## config.mk

```make
export PLATFORM = sky130hd
export DESIGN_NAME = least_weight_thread_picker_unit
export DESIGN_NICKNAME = d
export VERILOG_FILES = /design/src/design/lwtp_pkg.sv /design/src/design/least_weight_thread_picker_unit.sv /design/src/design/lwtp_ram.sv /design/src/design/lwtp_engine.sv
export SDC_FILE = /design/constraint.sdc
export NUM_CORES = 1
export LEC_CHECK = 0
export ABC_AREA = 1
export BUFFER_PORTS_ARGS = -buffer_cell sky130_fd_sc_hd__buf_2
export CAP_MARGIN = 30
export CORE_ASPECT_RATIO = 1.1
export CORE_MARGIN = 2
export CORE_UTILIZATION = 33
export CTS_BUF_LIST = sky130_fd_sc_hd__clkbuf_16
export CTS_CLUSTER_SIZE = 25
export DETAILED_ROUTE_END_ITERATION = 10
export GPL_TIMING_DRIVEN = 0
export PLACE_DENSITY = 0.56
export SLEW_MARGIN = 20
export SYNTH_ARGS = -nofsm -noshare
export SYNTH_HDL_FRONTEND = slang
export SYNTH_HIERARCHICAL = 1
export SYNTH_SLANG_ARGS = --single-unit
```

## constraint.sdc

```tcl
create_clock -name clk -period 4.2 [get_ports clk]
set_clock_uncertainty 0.1 [all_clocks]
set_input_delay 0.21 -clock clk [delete_from_list [all_inputs] [get_ports clk]]
set_output_delay 0.21 -clock clk [all_outputs]
set_load 0.02 [all_outputs]
```

## src/design/lwtp_pkg.sv

```systemverilog
// ----------------------------------------------------------------------------
// lwtp_pkg - shared types and constants for the least-weight thread picker
// Widths, register and action codes, sequencer states and interface structs.
// ----------------------------------------------------------------------------
package lwtp_pkg;

	// thread table size
	localparam int NUM_THREADS = 8;
	localparam int ADDR_W      = (NUM_THREADS > 1) ? $clog2(NUM_THREADS) : 1;

	// field widths
	localparam int WEIGHT_W   = 32;
	localparam int CHANGE_W   = 17;
	localparam int THREAD_W   = 3;
	localparam int MASK_W     = 8;
	localparam int MASK_IDX_W = 3;
	localparam int COUNT_W    = 4;

	// longest scan: bounded by the table and by the enable mask
	localparam int SCAN_MAX = (NUM_THREADS < MASK_W) ? NUM_THREADS : MASK_W;

	// configuration port
	localparam int CFG_IDX_W  = 1;
	localparam int CFG_DATA_W = 8;
	localparam logic [CFG_IDX_W-1:0] REG_ENABLED_MASK = 1'd0;
	localparam logic [CFG_IDX_W-1:0] REG_THREAD_COUNT = 1'd1;
	localparam logic [MASK_W-1:0]    MASK_RESET       = 8'hFF;
	localparam logic [COUNT_W-1:0]   COUNT_RESET      = 4'd8;

	// action codes
	localparam logic ACT_ADJUST = 1'b0;
	localparam logic ACT_PICK   = 1'b1;

	// a weight of all ones can never be picked
	localparam logic [WEIGHT_W-1:0] NO_WEIGHT = '1;

	typedef enum logic [2:0] {
		ST_IDLE,
		ST_ADJ,
		ST_SCAN,
		ST_DRAIN,
		ST_DONE
	} state_t;

	typedef struct packed {
		logic [MASK_W-1:0]  enabled_mask;
		logic [COUNT_W-1:0] thread_count;
	} cfg_t;

	typedef struct packed {
		logic                found;
		logic [THREAD_W-1:0] chosen_thread;
		logic [WEIGHT_W-1:0] weight_now;
	} res_t;

endpackage

```

## src/design/least_weight_thread_picker_unit.sv

```systemverilog
// ----------------------------------------------------------------------------
// least_weight_thread_picker_unit - least-loaded thread picker
// Adjust: item accepted, weight read, then written back and registered as the result.
// Pick: one RAM read per scanned thread, then a drain step (skipped when
// nothing is scanned); one item in flight at a time.
// Reset clears the config to all enabled, eight threads, and every weight
// reads as zero until first written. Results wait in an output register.
// ----------------------------------------------------------------------------
module least_weight_thread_picker_unit import lwtp_pkg::*; (
	input  logic                       clk,
	input  logic                       arst_n,
	// configuration
	input  logic                       wr_en,
	input  logic [CFG_IDX_W-1:0]       wr_index,
	input  logic [CFG_DATA_W-1:0]      wr_data,
	// input items
	input  logic                       in_valid,
	output logic                       in_stall,
	input  logic                       action,
	input  logic [THREAD_W-1:0]        thread_index,
	input  logic signed [CHANGE_W-1:0] weight_change,
	// result items
	output logic                       out_valid,
	input  logic                       out_stall,
	output logic                       found,
	output logic [THREAD_W-1:0]        chosen_thread,
	output logic [WEIGHT_W-1:0]        weight_now
);

	cfg_t cfg_q;
	res_t eng_res;
	res_t out_res_q;
	logic eng_res_valid;
	logic res_take;
	logic out_valid_q;

	// configuration registers
	always_ff @(posedge clk or negedge arst_n) begin
		if (!arst_n) begin
			cfg_q.enabled_mask <= MASK_RESET;
			cfg_q.thread_count <= COUNT_RESET;
		end else if (wr_en) begin
			unique case (wr_index)
				REG_ENABLED_MASK: cfg_q.enabled_mask <= wr_data[MASK_W-1:0];
				REG_THREAD_COUNT: cfg_q.thread_count <= wr_data[COUNT_W-1:0];
				default:          ;
			endcase
		end
	end

	lwtp_engine u_engine (
		.clk           (clk),
		.arst_n        (arst_n),
		.cfg           (cfg_q),
		.in_valid      (in_valid),
		.in_stall      (in_stall),
		.action        (action),
		.thread_index  (thread_index),
		.weight_change (weight_change),
		.res_valid     (eng_res_valid),
		.res           (eng_res),
		.res_take      (res_take)
	);

	// output register: loads whenever it is empty or being drained
	assign res_take = eng_res_valid && (!out_valid_q || !out_stall);

	always_ff @(posedge clk or negedge arst_n) begin
		if (!arst_n) begin
			out_valid_q <= 1'b0;
		end else if (res_take) begin
			out_valid_q <= 1'b1;
		end else if (!out_stall) begin
			out_valid_q <= 1'b0;
		end
	end

	always_ff @(posedge clk) begin
		if (res_take) begin
			out_res_q <= eng_res;
		end
	end

	assign out_valid     = out_valid_q;
	assign found         = out_res_q.found;
	assign chosen_thread = out_res_q.chosen_thread;
	assign weight_now    = out_res_q.weight_now;

	// an accepted item keeps the input side busy on the next cycle
	assert property (@(posedge clk) disable iff (!arst_n)
		in_valid && !in_stall |=> in_stall)
		else $error("input taken again straight after an accepted item");

	// a pending engine result means the input side is closed
	assert property (@(posedge clk) disable iff (!arst_n)
		eng_res_valid |-> in_stall)
		else $error("input open while a result is pending");

	// nothing found always reports a zero weight
	assert property (@(posedge clk) disable iff (!arst_n)
		out_valid && !found |-> weight_now == '0)
		else $error("weight reported with no thread found");

endmodule

```

## src/design/lwtp_ram.sv

```systemverilog
// ----------------------------------------------------------------------------
// lwtp_ram - generic single-port-write, single-port-read RAM
// One write and one read per cycle; read data registered.
// ----------------------------------------------------------------------------
module lwtp_ram #(
	parameter int WIDTH = 32,
	parameter int DEPTH = 8
) (
	input  logic                     clk,
	input  logic                     wr_en,
	input  logic [((DEPTH > 1) ? $clog2(DEPTH) : 1)-1:0] wr_addr,
	input  logic [WIDTH-1:0]         wr_data,
	input  logic                     rd_en,
	input  logic [((DEPTH > 1) ? $clog2(DEPTH) : 1)-1:0] rd_addr,
	output logic [WIDTH-1:0]         rd_data
);

	logic [WIDTH-1:0] mem [DEPTH];

	// write port
	always_ff @(posedge clk) begin
		if (wr_en) begin
			mem[wr_addr] <= wr_data;
		end
	end

	// registered read port
	always_ff @(posedge clk) begin
		if (rd_en) begin
			rd_data <= mem[rd_addr];
		end
	end

endmodule

```

## src/design/lwtp_engine.sv

```systemverilog
// ----------------------------------------------------------------------------
// lwtp_engine - weight table sequencer
// Holds the weight RAM with per-entry valid bits, runs read-modify-write for
// adjust items and a one-entry-per-cycle compare scan for pick items.
// ----------------------------------------------------------------------------
module lwtp_engine import lwtp_pkg::*; (
	input  logic                       clk,
	input  logic                       arst_n,
	input  cfg_t                       cfg,
	input  logic                       in_valid,
	output logic                       in_stall,
	input  logic                       action,
	input  logic [THREAD_W-1:0]        thread_index,
	input  logic signed [CHANGE_W-1:0] weight_change,
	output logic                       res_valid,
	output res_t                       res,
	input  logic                       res_take
);

	state_t state_q, state_d;

	// RAM port signals
	logic                ram_wr_en;
	logic [ADDR_W-1:0]   ram_wr_addr;
	logic [WEIGHT_W-1:0] ram_wr_data;
	logic                ram_rd_en;
	logic [ADDR_W-1:0]   ram_rd_addr;
	logic [WEIGHT_W-1:0] ram_rd_data;

	// entry valid bits: an unwritten entry reads as zero
	logic [NUM_THREADS-1:0] wvld_q;

	// item registers
	logic                       in_range_q;
	logic [THREAD_W-1:0]        adj_idx_q;
	logic [CHANGE_W-1:0]        change_q;
	logic [ADDR_W-1:0]          cnt_q;

	// read stage
	logic                rd_vld_s1;
	logic                cmp_v_s1;
	logic [ADDR_W-1:0]   rd_idx_s1;

	// result registers
	logic [WEIGHT_W-1:0] best_q;
	logic [THREAD_W-1:0] pick_q;
	logic                hit_q;

	logic                accept;
	logic                in_range;
	logic [COUNT_W-1:0]  limit;
	logic [ADDR_W-1:0]   last_idx;
	logic [WEIGHT_W-1:0] old_weight;
	logic [WEIGHT_W-1:0] sum_weight;
	logic                better;

	lwtp_ram #(
		.WIDTH (WEIGHT_W),
		.DEPTH (NUM_THREADS)
	) u_ram (
		.clk     (clk),
		.wr_en   (ram_wr_en),
		.wr_addr (ram_wr_addr),
		.wr_data (ram_wr_data),
		.rd_en   (ram_rd_en),
		.rd_addr (ram_rd_addr),
		.rd_data (ram_rd_data)
	);

	assign accept   = in_valid && (state_q == ST_IDLE);
	assign in_range = (32'(thread_index) < NUM_THREADS);

	// scan length, saturated to the table and mask size
	assign limit    = (cfg.thread_count > COUNT_W'(SCAN_MAX)) ? COUNT_W'(SCAN_MAX)
	                                                          : cfg.thread_count;
	assign last_idx = ADDR_W'(limit - COUNT_W'(1));

	// weight read back this cycle
	assign old_weight = rd_vld_s1 ? ram_rd_data : '0;
	assign sum_weight = old_weight
	                  + {{(WEIGHT_W-CHANGE_W){change_q[CHANGE_W-1]}}, change_q};

	// strict less-than keeps the lowest index on ties
	assign better = cmp_v_s1 && cfg.enabled_mask[MASK_IDX_W'(rd_idx_s1)]
	                && (old_weight < best_q);

	// next state
	always_comb begin
		state_d = state_q;
		unique case (state_q)
			ST_IDLE: begin
				if (accept) begin
					if (action == ACT_ADJUST) begin
						state_d = ST_ADJ;
					end else if (limit == '0) begin
						state_d = ST_DONE;
					end else begin
						state_d = ST_SCAN;
					end
				end
			end
			ST_ADJ:   state_d = ST_DONE;
			ST_SCAN: begin
				if (cnt_q == last_idx) begin
					state_d = ST_DRAIN;
				end
			end
			ST_DRAIN: state_d = ST_DONE;
			ST_DONE: begin
				if (res_take) begin
					state_d = ST_IDLE;
				end
			end
			default:  state_d = ST_IDLE;
		endcase
	end

	// outputs and RAM controls
	always_comb begin
		in_stall    = 1'b1;
		res_valid   = 1'b0;
		ram_rd_en   = 1'b0;
		ram_rd_addr = cnt_q;
		ram_wr_en   = 1'b0;
		ram_wr_addr = ADDR_W'(adj_idx_q);
		ram_wr_data = sum_weight;
		unique case (state_q)
			ST_IDLE: begin
				in_stall    = 1'b0;
				ram_rd_en   = accept && (action == ACT_ADJUST);
				ram_rd_addr = ADDR_W'(thread_index);
			end
			ST_ADJ:   ram_wr_en = in_range_q;
			ST_SCAN:  ram_rd_en = 1'b1;
			ST_DRAIN: ;
			ST_DONE:  res_valid = 1'b1;
			default:  ;
		endcase
	end

	assign res.found         = hit_q;
	assign res.chosen_thread = pick_q;
	assign res.weight_now    = hit_q ? best_q : '0;

	// control state
	always_ff @(posedge clk or negedge arst_n) begin
		if (!arst_n) begin
			state_q   <= ST_IDLE;
			wvld_q    <= '0;
			cmp_v_s1  <= 1'b0;
		end else begin
			state_q  <= state_d;
			cmp_v_s1 <= (state_q == ST_SCAN);
			if (ram_wr_en) begin
				wvld_q[ram_wr_addr] <= 1'b1;
			end
		end
	end

	// read stage and item registers
	always_ff @(posedge clk) begin
		if (ram_rd_en) begin
			rd_vld_s1 <= wvld_q[ram_rd_addr];
			rd_idx_s1 <= ram_rd_addr;
		end
		if (accept) begin
			in_range_q <= in_range;
			adj_idx_q  <= thread_index;
			change_q   <= weight_change;
		end
		if (state_q == ST_SCAN) begin
			cnt_q <= cnt_q + ADDR_W'(1);
		end else begin
			cnt_q <= '0;
		end
	end

	// result registers
	always_ff @(posedge clk) begin
		if (accept) begin
			best_q <= NO_WEIGHT;
			pick_q <= '0;
			hit_q  <= 1'b0;
		end else if (state_q == ST_ADJ) begin
			best_q <= in_range_q ? sum_weight : '0;
			pick_q <= adj_idx_q;
			hit_q  <= in_range_q;
		end else if (better) begin
			best_q <= old_weight;
			pick_q <= THREAD_W'(rd_idx_s1);
			hit_q  <= 1'b1;
		end
	end

endmodule

```

==> results by group <==
Outcome
  • Status: complete, no violations

Yosys
  • Cells taking the most area after synthesis: edfxtp_1 49%, nand2_1 15%, inv_1 8.4%, nand3_1 5.9%, dfxtp_1 3.7%
  • Syn Nets: 2514
  • Mapped cell area: 21100 sq um
  • Sequential fraction of the synthesis area: 56.2%
  • Async set or reset register ratio after synthesis: 6.07%
  • Commonest cells post-synth: 854 x nand2_1, 470 x inv_1, 348 x edfxtp_1, 248 x nand3_1, 69 x nor2_1
  • Yosys top cell by area: edfxtp_1
  • Count of distinct cell types in the synthesized netlist: 49
  • Cells after Synth: 2433
  • Synth top area share: 49.5%
  • Synth Register Bits: 412
  • Avg Cell Area, Syn: 8.68 sq um
  • Most common cell in the netlist: nand2_1
  • Synth warnings: 6
  • Post-synth EDFFs: 348
  • Post-synth top flop: edfxtp_1

STA
  • Fin. Hold Viols: 0
  • Worst Max-Slew Pin Slew: 0.928 ns
  • Endpoints failing setup: 0
  • Fin. max-slew vios: 0
  • Highest clock rate: 262 MHz
  • RSZ-0062 raised after global routing: false
  • Hold_ws: 0.0748 ns
  • Fin crit period: 3.82 ns
  • Setup TNS: 0 ns
  • Tcrit/Tclk final: 90.9%
  • Worst slew margin: 37.9%

GRT
  • First-pass GRT wire length: 91.0 mm
  • Busiest grt layer: met2
  • Largest net degree at the start of global routing: 26
  • Grt met1 use: 22.3%
  • GRT Total Usage: 18.0%
  • GRT met2 Usage: 32.4%
  • Vias in the first global route: 16.0k
  • Antenna violations before repair: 1
  • GRT Residual Overflow: 0
  • Grt met3 use: 1.95%

Pwr
  • Share of power burned in registers: 32.6%
  • Power per cell area: 825 nW/um^2
  • Worst vdd ir: 0.418 mV
  • Int Pwr: 11.3 mW
  • Clk network pwr share: 17.7%
  • Lkg Pwr: 12.0 nW
  • Net Sw Power: 9.25 mW
  • Switching Share: 45.0%
  • Logic pwr share: 49.7%

Route
  • Detailed-route via count: 16.2k
  • WL final: 59.2 mm
  • Wire per inst: 16.9 microns
  • Iter 0 DRT Violations: 1058
  • Routed Antenna Nets: 0
  • Drt pass-1 iters: 5
  • Vias per cell: 4.64
  • Post-route DRC: 0

Setup path
  • Path depth of the worst reg2reg path: 17
  • CP Capture Type: flop
  • Critical-path maximum fanout: 19
  • Critical path type: reg2reg
  • Slowest cell on crit path: edfxtp_1
  • Worst Setup Start Kind: flop
  • Crit path max-delay family: buffers and inverters
  • R2R Setup Slk: 0.38 ns
  • Worst r2r dst: u_engine/u_ram/mem[4][29]$_DFFE_PP_
  • Crit path buf inv count: 7
  • Crit path DAT: 3.94 ns
  • Cell mode on critical path: nand2_1
  • Critical Path Max Stage Delay: 0.45 ns
  • CP required: 4.32 ns
  • Critical path, cell by cell: buf_6 -> buf_12 -> buf_12 -> buf_2 -> nand2_1 -> inv_1 -> ha_1 -> inv_1 -> o21ai_0 -> o21bai_2 -> nand2_1 -> nand2_1 -> inv_2 -> nand2_1 -> nand2_1 -> nand3_1 -> nand2_1
  • Crit Reg-Reg Startpoint: u_engine/rd_vld_s1$_DFFE_PP_

Floorplan
  • Die W: 245 microns
  • Row cnt: 97
  • Die area: 66100 sq um
  • Initial Util: 33.3%
  • I/O pins: 73
  • Die Y: 269 microns
  • Core Area: 63500 sq um

CTS
  • Buffer count from post-CTS setup fixing: 0
  • H-tree levels: 2
  • Clk sinks: 412
  • CTS tree: done
  • Clk pin slew, worst setup/hold paths: 0.06 ns
  • Total CTS buffers: 42
  • Post-CTS resize count: 0
  • Clk root buf: clkbuf_16
  • Clock Path Buffers: 3
  • Clock latency at the later pin of the worst-skew pair: 0.58 ns

Cells and area
  • Fin area: 24900 sq um
  • Area grow syn2layout: 18.0%
  • Final Util: 39.3%
  • Total Nets Final: 2702
  • Diodes inserted: 0
  • Share of cells above drive strength 1: 11.6%
  • Non-filler cells, final: 3492

Placement
  • Port Buffers: 72
  • Hpwl dp: 43.9 mm
  • GPL Wtd Cong: 0.892
  • Placed insts: 3364
  • Post-DP Area: 23100 sq um

Run
  • MaxCap Viol Count: 0

Min path
  • HP Class: in2async
-- flip-flops by register name, summed over array words and instances, names as in the netlist --
register                cells
cfg_q                      12
found                       1
u_engine/cnt_q              3
u_engine/pick_q             3
u_engine/adj_idx_q          3
u_engine/wvld_q             8
u_engine/best_q            32
u_engine/hit_q              1
u_engine/rd_idx_s1          3
weight_now                 32
u_engine/u_ram/mem        256
out_valid                   1
u_engine/state_q            3
u_engine/u_ram/rd_data     32
chosen_thread               3
u_engine/cmp_v_s1           1
u_engine/change_q          17
u_engine/rd_vld_s1          1
-- stage by stage --
step	setup WS (ns)	power [mW]
after floorplan	0.945	13.3
after global placement	-1.52	16.6
after detailed placement	0.108	16.9
after CTS	0.124	20.6
after global routing	0.148	22.1
final	0.382	20.6
-- repair_timing --
action                                 in CTS  in global routing
hold buffers                               52                  0
setup endpoints to repair                   0                 40
endpoints found under the hold margin      74                  0
-- placed cells by master, fill, tap and decap left out, drive strengths merged, types with 9 or more instances in the layout --
cell and count:
nand2 886, inv 502, edfxtp 348, nand3 261, buf 146, nor2 83, clkbuf 66, o21ai 63
dlygate4sd3 52, ha 46, dfxtp 39, a21oi 34, clkinv 17, dfrtp 16, nand4 14, o21bai 10
dfstp 9, and2 9
-- how the worst max path moves through the flow --
| stage | start | endpoint | slack (ns) | depth (start not counted) |
|---|---|---|---|---|
| finish | u_engine/rd_vld_s1$_DFFE_PP_ | u_engine/u_ram/mem[4][29]$_DFFE_PP_ | 0.38 | 17 |
| CTS | u_engine/rd_vld_s1$_DFFE_PP_ | u_engine/u_ram/mem[4][25]$_DFFE_PP_ | 0.12 | 15 |
| global placement | u_engine/state_q[2]$_DFFE_PN0P_ | u_engine/u_ram/mem[1][6]$_DFFE_PP_ | -1.52 | 7 |
| global route | u_engine/rd_vld_s1$_DFFE_PP_ | u_engine/u_ram/mem[5][29]$_DFFE_PP_ | 0.15 | 17 |
| detailed placement | u_engine/rd_vld_s1$_DFFE_PP_ | u_engine/u_ram/mem[1][25]$_DFFE_PP_ | 0.11 | 15 |
| floorplan | u_engine/state_q[2]$_DFFE_PN0P_ | u_engine/u_ram/mem[1][0]$_DFFE_PP_ | 0.94 | 7 |
-- cell families after synthesis --
group	Yosys count	synth area share, %
AO/OA/AOI/OAI	124	3.42
XOR/XNOR	13	0.610
AND/OR/NAND/NOR	1269	26.0
adder cells (fa/ha/maj)	46	2.72
flip-flops	412	56.2
buffers and inverters	569	11.0
-- routing by layer --
layer  wire length, microns  vias up
met4                   1610        0
met1                  24600     7583
met5                      0        -
met2                  29700      479
met3                   3260       96
li1                       -     8044
-- worst reg2reg max path, cell delays in order (launching register included) --
cell      delay, ns
edfxtp_1       0.45
buf_6          0.21
buf_12         0.16
buf_12         0.17
buf_2          0.37
nand2_1        0.18
inv_1          0.13
ha_1           0.25
inv_1          0.07
o21ai_0        0.28
o21bai_2       0.20
nand2_1        0.07
nand2_1        0.11
inv_2          0.05
nand2_1        0.08
nand2_1        0.16
nand3_1        0.15
nand2_1        0.28
-- power by group through the flow --
stage	registers [mW]	logic, mW	clock network [mW]
2_1_floorplan	6.75	6.58	0
3_3_place_gp	6.80	9.79	0
3_5_place_dp	6.79	10.1	0
4_1_cts	6.71	10.2	3.74
5_1_grt	6.77	11.4	3.90
6_report	6.71	10.2	3.63
-- final cells by class --
type / count / area (sq um)
tap: 841 / 1050
buffer: 76 / 482
fill: 6285 / 38500
inverter: 492 / 1850
clock inverter: 31 / 253
multi-input combinational: 1452 / 7010
timing repair buffer: 145 / 1340
sequential: 412 / 11900
clock buffer: 43 / 1080
(Power assumes the default switching activity.)
